File: config.mk
export PLATFORM = sky130hd
export DESIGN_NAME = avr_cordic_cell
export DESIGN_NICKNAME = d
export VERILOG_FILES = /design/src/rtl/avr_pkg.sv /design/src/rtl/avr_cordic_cell.sv
export SDC_FILE = /design/constraint.sdc
export NUM_CORES = 1
export LEC_CHECK = 0
export ABC_CLOCK_PERIOD_IN_PS = 5500
export CAP_MARGIN = 5
export CORE_MARGIN = 5
export CORE_UTILIZATION = 35
export DETAILED_ROUTE_END_ITERATION = 10
export DONT_BUFFER_PORTS = 1
export SLEW_MARGIN = 40
export SYNTH_ARGS = -nofsm -noshare
export SYNTH_HDL_FRONTEND = slang
export SYNTH_SLANG_ARGS = --single-unit
File: constraint.sdc
create_clock -name clk -period 5.5 [get_ports clk]
set_input_delay 0.275 -clock clk [delete_from_list [all_inputs] [get_ports clk]]
set_output_delay 0.275 -clock clk [all_outputs]
set_load 0.05 [all_outputs]
File: src/rtl/avr_pkg.sv
// Package: item types, CORDIC constants and the arctangent table for the vector rotator.
`default_nettype none
package avr_pkg;

  localparam int VEC_W        = 32;
  localparam int AXIS_W       = 16;
  localparam int ANGLE_W      = 16;
  localparam int CORDIC_STEPS = 24;
  localparam int XY_W         = 33;
  localparam int Z_W          = 32;
  localparam int TRIG_W       = 32;
  localparam logic signed [XY_W-1:0] CORDIC_GAIN = XY_W'(652032874);
  localparam logic signed [XY_W-1:0] ONE_Q30     = XY_W'(64'sd1 << 30);

  typedef struct packed {
    logic signed [VEC_W-1:0]   vec_x;
    logic signed [VEC_W-1:0]   vec_y;
    logic signed [VEC_W-1:0]   vec_z;
    logic signed [AXIS_W-1:0]  axis_x;
    logic signed [AXIS_W-1:0]  axis_y;
    logic signed [AXIS_W-1:0]  axis_z;
    logic        [ANGLE_W-1:0] turn_angle;
  } in_item_t;

  typedef struct packed {
    logic signed [VEC_W-1:0] out_x;
    logic signed [VEC_W-1:0] out_y;
    logic signed [VEC_W-1:0] out_z;
    logic                    saturated;
  } out_item_t;

  typedef struct packed {
    logic signed [XY_W-1:0] x;
    logic signed [XY_W-1:0] y;
    logic signed [Z_W-1:0]  z;
    logic                   zero;
    in_item_t               item;
  } cordic_t;

  typedef struct packed {
    logic signed [TRIG_W-1:0] c;
    logic signed [TRIG_W-1:0] s;
    in_item_t                 item;
  } trig_t;

  // Arctangent of 2^-i as a fraction of a 32-bit turn.
  function automatic logic signed [Z_W-1:0] atan_turn(input int i);
    logic signed [Z_W-1:0] r;
    case (i)
      0:  r = 32'sd536870912;
      1:  r = 32'sd316933406;
      2:  r = 32'sd167458907;
      3:  r = 32'sd85004756;
      4:  r = 32'sd42667331;
      5:  r = 32'sd21354465;
      6:  r = 32'sd10679838;
      7:  r = 32'sd5340245;
      8:  r = 32'sd2670163;
      9:  r = 32'sd1335087;
      10: r = 32'sd667544;
      11: r = 32'sd333772;
      12: r = 32'sd166886;
      13: r = 32'sd83443;
      14: r = 32'sd41722;
      15: r = 32'sd20861;
      16: r = 32'sd10430;
      17: r = 32'sd5215;
      18: r = 32'sd2608;
      19: r = 32'sd1304;
      20: r = 32'sd652;
      21: r = 32'sd326;
      22: r = 32'sd163;
      23: r = 32'sd81;
      default: r = '0;
    endcase
    return r;
  endfunction

endpackage
`default_nettype wire

File: src/rtl/avr_cordic_cell.sv
// One CORDIC rotation step as a registered cell of the sin/cos chain.
`default_nettype none
module avr_cordic_cell #(
  parameter int STEP = 0
) (
  input  wire logic             clk,
  input  wire logic             rst,
  input  wire logic             adv,
  input  wire logic             prev_valid,
  input  wire avr_pkg::cordic_t prev,
  output logic                  this_valid,
  output avr_pkg::cordic_t      this_stage
);
  import avr_pkg::*;

  localparam logic signed [Z_W-1:0] ATAN = atan_turn(STEP);

  cordic_t stage_next;
  logic signed [XY_W-1:0] dx;
  logic signed [XY_W-1:0] dy;

  always_comb begin
    dx = prev.y >>> STEP;
    dy = prev.x >>> STEP;
    stage_next = prev;
    if (!prev.z[Z_W-1]) begin
      stage_next.x = prev.x - dx;
      stage_next.y = prev.y + dy;
      stage_next.z = prev.z - ATAN;
    end else begin
      stage_next.x = prev.x + dx;
      stage_next.y = prev.y - dy;
      stage_next.z = prev.z + ATAN;
    end
  end

  always_ff @(posedge clk) begin
    if (rst) begin
      this_valid <= 1'b0;
    end else if (adv) begin
      this_valid <= prev_valid;
    end
  end

  always_ff @(posedge clk) begin
    if (adv) begin
      this_stage <= stage_next;
    end
  end

endmodule
`default_nettype wire

======== After elaboration in Yosys (flattened, before gate mapping) ========
Cells that the tools add are included.
cells by class
  add/subtract/negate cells ............... 5
  muxes and demuxes ....................... 1
operator list
  cell                                                  number
  2-to-1 mux 98 bit                                     1
  subtractor 33 bit                                     2
  adder 33 bit                                          1
  adder 32 x 31 -> 32 bit (second input constant)       1
  subtractor 32 x 31 -> 32 bit (second input constant)  1
word-level totals
  bits in registers ....................... 260
  word-level logic and storage cells ...... 18
  output and inout bits ................... 260
  input port bits ......................... 263

======== Longest topological paths before layout ========
Gate-level depths: netlist of run 1.
  depth after elaboration ................. 2
  depth in mapped cells ................... 12
  gate-level depth less buffers ........... 12

======== Worst setup path after synthesis of run 1 ========
No wires, ideal clock.
  path type ............................... input -> register
  start point ............................. input port prev[203] in the netlist's numbering
  end point ............................... register this_stage[225] in the netlist's numbering, data pin
  setup time .............................. 264 ps
  cell stages on the path ................. 12
  arrival ................................. 2858 ps
  buffers on the path ..................... 1
  required time ........................... 5236 ps
  setup slack ............................. 2378 ps
  cells stage by stage .................... inv_1 -> ha_1 -> buf_6 -> or3_4 -> a2111oi_2 -> a21bo_2 -> a31oi_4 -> a41o_2 -> a21oi_2 -> or4_1 -> o311ai_2 -> xnor2_1
RTL lines
  element                 line                   text
  start: declaration      avr_cordic_cell.sv:10  input wire avr_pkg::cordic_t prev,
  end signal: assignment  avr_cordic_cell.sv:47  this_stage <= stage_next;
  end: declaration        avr_cordic_cell.sv:12  output avr_pkg::cordic_t this_stage

==> results of run 1 <==
-- sequential cells by signal, summed over array words and instances, names as in the netlist --
signal,flops
this_valid,1
this_stage,258
-- routing by layer --
metal / global-route usage / wire length, um / vias up
li1: - / - / 4505
met1: 0.330 / 22700 / 5201
met2: 0.411 / 26500 / 611
met3: 0.0760 / 5510 / 86
met4: 0.0639 / 1510 / 14
met5: 0 / 83 / -
-- cell families after synthesis --
family	after synthesis	synth area share
xor gates and xnor gates	63	0.0413
adders and majority gates	100	0.0958
buffers and inverters	150	0.0429
and+or+nand+nor	240	0.0854
DFF	259	0.581
muxes	14	0.0105
AOI/OAI and AO/OA	302	0.143
-- path summary, 6_finish.rpt --
kind                            startpoint              end  slack (ns)  cells past startpoint
worst max-delay path             prev[226]  this_stage[225]        2.18                     12
worst min-delay path                   adv   this_stage[44]       -0.17                      0
worst min register to register  this_valid       this_valid        1.34                      3
worst max register to register  this_valid       this_valid        4.01                      3
-- through the flow --
stage | power [mW] | util | hold slack (ns) | cells | worst slack, ns
2_1_floorplan | 3.74 | - | 0.347 | 1128 | 2.38
3_3_place_gp | 4.03 | 0.368 | 0.348 | 1596 | 1.97
3_5_place_dp | 4.03 | 0.368 | 0.352 | 1597 | 1.95
4_1_cts | 6.16 | 0.446 | -0.183 | 1848 | 2.32
5_1_grt | 6.33 | 0.447 | -0.198 | 1858 | 2.12
6_report | 6.12 | 0.447 | -0.167 | 1862 | 2.18
-- cells in the mapped netlist, types with 9 or more instances --
master,count,area (um2)
nor3_1,11,55.1
o21bai_1,9,67.6
xnor2_1,54,473
inv_1,105,394
clkbuf_1,31,116
nand3_1,21,105
buf_1,12,45.0
xor2_1,9,78.8
a21o_1,19,143
o31ai_1,11,82.6
nor2_1,80,300
nand2b_1,13,81.3
nor4_1,10,62.6
o21ai_0,65,325
nand4_1,11,68.8
ha_1,96,1200
a21oi_1,114,571
mux2i_1,14,140
nand2_1,54,203
edfxtp_1,258,7750
-- cell type report --
| class | instances | area (um2) | area share |
|---|---|---|---|
| flip-flops and latches | 259 | 7770 | 0.461 |
| multi-input cells | 719 | 5030 | 0.299 |
| repair buffers | 200 | 2010 | 0.120 |
| clock buffers | 39 | 785 | 0.0466 |
| well taps | 511 | 639 | 0.0380 |
| inverters | 105 | 397 | 0.0236 |
| clock inverters | 15 | 174 | 0.0103 |
| diodes | 14 | 35.0 | 0.00208 |
-- worst reg2reg max path, delay by kind of cell, from the launching register on --
| kind | cells | cell delay, ns |
|---|---|---|
| mux | 1 | 0.15 |
| flops | 1 | 0.64 |
| buf+inv | 1 | 0.54 |
| simple gates | 1 | 0.10 |
-- layout by cell type, fill, tap and decap left out, types with 5 or more instances in the layout --
| cell type | synthesis | final |
|---|---|---|
| edfxtp_1 | 258 | 258 |
| dlygate4sd3_1 | 0 | 197 |
| a21oi_1 | 114 | 114 |
| inv_1 | 105 | 104 |
| ha_1 | 96 | 96 |
| nor2_1 | 80 | 80 |
| o21ai_0 | 65 | 65 |
| nand2_1 | 54 | 54 |
| xnor2_1 | 54 | 54 |
| clkbuf_16 | 0 | 30 |
| nand3_1 | 21 | 21 |
| a21o_1 | 19 | 19 |
| diode_2 | 0 | 14 |
| mux2i_1 | 14 | 14 |
| nand2b_1 | 13 | 13 |
| nor3_1 | 11 | 11 |
| nand4_1 | 11 | 11 |
| o31ai_1 | 11 | 11 |
| nor4_1 | 10 | 10 |
| o21bai_1 | 9 | 9 |
| xor2_1 | 9 | 9 |
| clkbuf_1 | 31 | 9 |
| and2_1 | 8 | 8 |
| a211oi_1 | 8 | 8 |
| o211ai_1 | 8 | 8 |
| nor2b_1 | 7 | 7 |
| a31oi_1 | 7 | 7 |
| or3_1 | 7 | 7 |
| or2_2 | 6 | 6 |
| o31a_1 | 6 | 6 |
| a221o_1 | 5 | 5 |
| o22ai_1 | 5 | 5 |
-- where the power goes --
group / total (mW) / switching [mW] / internal [mW]
clock: 1.98 / 0.828 / 1.15
sequential: 3.31 / 0.871 / 2.44
combinational: 0.829 / 0.477 / 0.352
total: 6.12 / 2.18 / 3.94
==> results.yml, run 1 <==
drt:
  routed_wl_um: 56400
  vias_per_cell: 5.59
  drcViolationCount: 0
  drt_iter0_markers: 1030
  drt_pre_antenna_iters: 6
  drtAntennaViolNets: 0
  via_count: 10400
  wire_per_inst_um: 30.3
global_route:
  grt_max_degree: 260
  grt.total_usage: 0.252
  grt_overflow: 0
  antenna_found_initial: 20
  grt_pass1_wl_um: 77100
  grt_pass1_vias: 9907
synth:
  synth_cells: 1128
  yosysWarnings: 0
  synth_cell_types: 68
  ys_ff_latch: 259
  syn-num-nets: 1491
  synthArstFlopShare: 0
  synth-edff-count: 258
  avgSynthCellArea_um2: 11.9
  ys.flop_type: "edfxtp_1"
  synth_area_um2: 13400
  synth-seq-area-share: 0.581
cts:
  clk_latency_ns: 0.56
  post-cts-setup-buffer-count: 0
  cts_sinks: 259
  cts_tree: "built"
  cts.reportedPaths.clkPinSlew_ns: 0.07
  cts_resized: 0
  cts_hold_buffers: 197
  cts_max_level: 1
  clockBufferDepth: 3
  ctsRootBufferMaster: "clkbuf_16"
  cts_inserted_buffers: 30
floorplan:
  rows: 71
  die_h_um: 205
  core_um2: 37700
  die-area_um2: 42200
  start_util: 0.355
  die_w_um: 205
  num_io_pins: 523
sta:
  tns_ns: 0
  slew_violations: 0
  rsz0062_at_grt: "false"
  setup_violations: 0
  period_share: 0.604
  hold_slack_ns: -0.167
  skew_ns: 0
  fin_crit_ns: 3.32
  hold_viol_final: 157
  relSlewSlack: 0.491
  tightest_slew_ns: 0.761
  fmax_mhz: 301
finish:
  fin_nets: 1678
  area_growth_pct: 25.9
  drive_gt1_frac: 0.0486
  final_cell_area_um2: 16800
  fillers: 3542
worst_setup_path:
  start_kind: "input port"
  required_ns: 5.81
  max_stage_delay_ns: 0.55
  cp_max_fo: 3
  crit_top_cell: "a21oi_1"
  crit_buf_inv: 1
  critPathArrivalTime_ns: 3.63
  path_cells: "dlygate4sd3_1 -> ha_1 -> fa_1 -> nor2b_1 -> o21bai_1 -> a21oi_1 -> o21ai_0 -> a21oi_1 -> a21oi_1 -> o31ai_1 -> o311ai_2 -> xnor2_1"
  slowest_stage: "dlygate4sd3_1"
  path_class: "in2reg"
  path_delay_family: "compound AO/OA/AOI/OAI gates"
  crit_path_end_kind: "register"
power_and_ir_drop:
  vdd_ir_drop_max_v: 0.000237
  power_leakage_nw: 6.47
  powerDensity_nw_per_um2: 363
place:
  dpl_cell_area_um2: 13900
  gp_congestion: 0.909
  io_buffers: 0
  hpwlAfterDp_um: 41900
outcome:
  status: "finished with violations"
  violations: "negative hold slack"
hold_path:
  hold_path_class: "in2reg"
run:
  maxCapViolations: 0
No activity file was read; power rests on OpenSTA's default activity.
==> run 2: changes to the inputs <==
--- a/config.mk
+++ b/config.mk
@@ -5,7 +5,7 @@
 export SDC_FILE = /design/constraint.sdc
 export NUM_CORES = 1
 export LEC_CHECK = 0
-export ABC_CLOCK_PERIOD_IN_PS = 5500
+export ABC_CLOCK_PERIOD_IN_PS = 2900
 export CAP_MARGIN = 5
 export CORE_MARGIN = 5
 export CORE_UTILIZATION = 35
==> constraint.sdc (replaced) <==
create_clock -name clk -period 2.9 [get_ports clk]
set_input_delay 0.145 -clock clk [delete_from_list [all_inputs] [get_ports clk]]
set_output_delay 0.145 -clock clk [all_outputs]
set_load 0.05 [all_outputs]
==> results.yml, run 2 (synthesis results as in run 1) <==
outcome:
  status: "finished with violations"
  violations: "negative hold slack"
sta:
  fin_crit_ns: 2.81
  period_share: 0.968
  hold_slack_ns: -0.300
  fmax_mhz: 356
  rsz0062_at_grt: "false"
  setup_violations: 0
  slew_violations: 0
  skew_ns: 0
  fin_ws_ns: 0.0931
  hold_viol_final: 258
  relSlewSlack: 0.507
  tightest_slew_ns: 0.741
finish:
  largest_register: "this_stage"
  final_cells: 1965
  largest_reg_flops: 258
  layout_commonest_cell: "edfxtp_1"
  final_cell_area_um2: 17800
  final_cell_mix: "258 x edfxtp_1, 202 x dlygate4sd3_1, 111 x a21oi_1"
  largestRegisters: "this_stage: 258 flops, this_valid: 1 flops"
  fin_nets: 1783
  drive_gt1_frac: 0.123
  area_growth_pct: 33.1
worst_setup_path:
  path_class: "in2reg"
  cp_max_fo: 5
  rr_endpoint: "this_valid"
  start_kind: "input port"
  critPathArrivalTime_ns: 3.12
  rr_worst_depth: 3
  crit_path_end_kind: "register"
  rrSetupSlack_ns: 1.38
  required_ns: 3.21
  r2r_start: "this_valid"
place:
  io_buffers: 0
  hpwlAfterDp_um: 43400
  gp_congestion: 0.926
  dpl_cell_area_um2: 14600
  pre_cts_slack_ns: -0.215
  placed_cells: 1694
power_and_ir_drop:
  comb_power_share: 0.152
  power_leakage_nw: 7.03
  power.internal_mw: 7.83
  vdd_ir_drop_max_v: 0.000425
  finalPower_mw: 12.1
  p_switching_mw: 4.24
  power_frac_seq: 0.520
  powerDensity_nw_per_um2: 678
  p_clk_frac: 0.328
  p_sw_frac: 0.351
floorplan:
  num_io_pins: 523
  die-area_um2: 42200
  core_um2: 37700
  start_util: 0.355
  rows: 71
  die_h_um: 205
  die_w_um: 205
hold_path:
  min_from: "adv"
  hold_path_end: "this_stage[9]"
  hold_depth: 0
  hold_path_class: "in2reg"
drt:
  wire_per_inst_um: 29.4
  via_count: 10600
  routed_wl_um: 57700
  vias_per_cell: 5.38
  drt_iter0_markers: 814
  drt_pre_antenna_iters: 7
  drtAntennaViolNets: 0
  drcViolationCount: 0
cts:
  cts_inserted_buffers: 30
  post-cts-setup-buffer-count: 0
  clk_latency_ns: 0.56
  ctsRootBufferMaster: "clkbuf_16"
  cts.reportedPaths.clkPinSlew_ns: 0.06
  clockBufferDepth: 3
  cts_tree: "built"
  cts_max_level: 1
  cts_sinks: 259
  cts_hold_buffers: 205
run:
  maxCapViolations: 0
global_route:
  grt.total_usage: 0.256
  antenna_found_initial: 16
  grt_pass1_wl_um: 77400
  grt_max_degree: 260
  grt_pass1_vias: 10300
  grt_overflow: 0
## run 2: layout make-up
type	instances	area, um2
flip-flops and latches	259	7770
clock buffers	33	762
repair buffers	305	2840
diodes	10	25.0
well taps	511	639
inverters	105	397
fillers	3434	19900
multi-input cells	719	5100
clock inverters	23	269
## run 2: worst max path at each step
| stage | startpoint | endpoint |
|---|---|---|
| 5_1_grt | prev[194] | this_stage[225] |
| 3_5_place_dp | prev[202] | this_stage[225] |
| 3_3_place_gp | prev[210] | this_stage[225] |
| 4_1_cts | prev[226] | this_stage[225] |
| 6_report | prev[194] | this_stage[225] |
| 2_1_floorplan | prev[202] | this_stage[225] |
## run 2: repair_timing
| action | 4_1_cts | 5_1_grt |
|---|---|---|
| endpoints found under the hold margin | 495 | 258 |
| endpoints found under the setup margin | 0 | 5 |
| gates resized for setup | 0 | 8 |
## run 2: stage by stage
| stage | utilization | TNS (ns) |
|---|---|---|
| after floorplan | - | -0.00642 |
| after global placement | 0.388 | -0.620 |
| after detailed placement | 0.389 | -0.855 |
| after CTS | 0.471 | 0 |
| after global routing | 0.472 | 0 |
| final | 0.472 | 0 |
## run 2: per-layer routing
metal  up-vias  share of wire  wire [um]  GRT usage
met2       578           0.45      26200      0.406
met4        14          0.053       3070      0.117
met3       110          0.093       5400     0.0742
met1      5169           0.40      22900      0.325
li1       4701              -          -          -
met5         -         0.0017         98          0
## run 2: power by group through the flow
stage | Sequential, mW | Combinational (mW) | Clock [mW]
final | 6.28 | 1.83 | 3.96
after global routing | 6.29 | 1.97 | 4.20
after CTS | 6.29 | 1.79 | 4.04
after detailed placement | 6.35 | 1.48 | 0
after global placement | 6.37 | 1.47 | 0
after floorplan | 6.13 | 0.976 | 0
## run 2: critical path, cell delays in order
cell	delay, ns
dlygate4sd3_1	0.57
fa_2	0.25
nor2b_2	0.18
o211ai_1	0.11
buf_4	0.15
a21bo_2	0.23
a31oi_4	0.22
a41o_4	0.29
a21oi_4	0.07
or4_1	0.48
o311ai_2	0.30
xnor2_1	0.10
==> run 3: changes to the inputs <==
==> constraint.sdc (replaced) <==
create_clock -name clk -period 2.9 [get_ports clk]
set_input_delay 0.145 -clock clk [delete_from_list [all_inputs] [get_ports clk]]
set_output_delay 0.145 -clock clk [all_outputs]
set_load 0.005 [all_outputs]
==> results.yml, run 3 (synthesis results as in run 1) <==
sta:
  hold_slack_ns: -0.321
  fmax_mhz: 351
  rsz0062_at_grt: "false"
  tns_ns: 0
  relSlewSlack: 0.519
  period_share: 0.983
  fin_crit_ns: 2.85
  hold_viol_final: 258
  tightest_slew_ns: 0.718
  slew_violations: 0
  setup_violations: 0
  skew_ns: 0
worst_setup_path:
  path_cells: "dlygate4sd3_1 -> fa_1 -> nor2b_2 -> o211ai_1 -> buf_4 -> a21bo_2 -> a31oi_4 -> a41o_2 -> a21oi_4 -> or4_1 -> o311ai_2 -> xnor2_1"
  path_delay_family: "compound AO/OA/AOI/OAI gates"
  cp_max_fo: 4
  crit_path_end_kind: "register"
  path_class: "in2reg"
  crit_buf_inv: 2
  slowest_stage: "dlygate4sd3_1"
  max_stage_delay_ns: 0.61
  required_ns: 3.23
  critPathArrivalTime_ns: 3.18
  start_kind: "input port"
cts:
  cts_max_level: 1
  cts.reportedPaths.clkPinSlew_ns: 0.06
  ctsRootBufferMaster: "clkbuf_16"
  cts_hold_buffers: 204
  cts_tree: "built"
  cts_sinks: 259
  post-cts-setup-buffer-count: 0
  cts_inserted_buffers: 31
  clk_latency_ns: 0.58
  clockBufferDepth: 3
drt:
  via_count: 10700
  drcViolationCount: 0
  drtAntennaViolNets: 0
  routed_wl_um: 57600
  vias_per_cell: 5.44
  wire_per_inst_um: 29.4
  drt_iter0_markers: 915
  drt_pre_antenna_iters: 5
global_route:
  grt_pass1_wl_um: 77900
  grt_pass1_vias: 10300
  antenna_found_initial: 18
  grt_overflow: 0
  grt_max_degree: 260
  grt.total_usage: 0.256
outcome:
  status: "finished with violations"
  violations: "negative hold slack"
floorplan:
  die_h_um: 205
  core_um2: 37700
  die-area_um2: 42200
  start_util: 0.355
  rows: 71
  die_w_um: 205
  num_io_pins: 523
finish:
  layout_commonest_cell: "edfxtp_1"
  largest_register: "this_stage"
  fillers: 3457
  final_cell_mix: "258 x edfxtp_1, 203 x dlygate4sd3_1, 113 x a21oi_1"
  largest_reg_flops: 258
  largestRegisters: "this_stage: 258 flops, this_valid: 1 flops"
  area_growth_pct: 31.9
  fin_nets: 1782
  drive_gt1_frac: 0.119
power_and_ir_drop:
  power_leakage_nw: 6.94
  powerDensity_nw_per_um2: 592
  vdd_ir_drop_max_v: 0.000469
place:
  hpwlAfterDp_um: 43500
  gp_congestion: 0.926
  io_buffers: 0
hold_path:
  hold_path_class: "in2reg"
run:
  maxCapViolations: 0
## run 3: layout make-up
type / count / area [um2] / share of cell area
Clock buffer: 33 / 783 / 0.0444
Antenna cell: 6 / 15.0 / 0.000851
Inverter: 105 / 397 / 0.0225
Multi-Input combinational cell: 719 / 5080 / 0.288
Tap cell: 511 / 639 / 0.0363
Timing Repair Buffer: 303 / 2800 / 0.159
Sequential cell: 259 / 7770 / 0.441
Clock inverter: 23 / 153 / 0.00866
## run 3: worst paths after layout
path              startpoint              end  slack [ns]  cells past startpoint
setup / recovery   prev[227]  this_stage[225]        0.05                     12
hold reg to reg   this_valid       this_valid        1.13                      3
hold / removal           adv   this_stage[82]       -0.32                      0
setup reg to reg  this_valid       this_valid        1.69                      3
## run 3: routing by layer
layer  share of wire  up-vias  GRT usage
met3           0.082       98     0.0695
met4           0.027       22     0.0656
met2            0.48      508      0.425
li1                -     4701          -
met1            0.41     5322      0.333
met5          0.0025        -          0
## run 3: timing repair
action,in CTS,in global routing
resized for setup,0,3
setup endpoints to repair,0,3
endpoints found under the hold margin,499,258
## run 3: power by group
part	internal, mW	switching [mW]
logic	0.833	0.966
registers	4.62	0.376
clock network	1.97	1.68
total	7.42	3.02
## run 3: stage by stage
| stage | util | setup slack (ns) | instances | total power, mW | area [um2] |
|---|---|---|---|---|---|
| after floorplan | - | -0.00642 | 1128 | 5.79 | 13400 |
| after global placement | 0.388 | -0.152 | 1693 | 6.56 | 14600 |
| after detailed placement | 0.388 | -0.180 | 1693 | 6.54 | 14600 |
| after CTS | 0.467 | 0.0489 | 1953 | 10.5 | 17600 |
| after global routing | 0.468 | 0.00166 | 1959 | 10.9 | 17600 |
| final | 0.468 | 0.0490 | 1959 | 10.4 | 17600 |
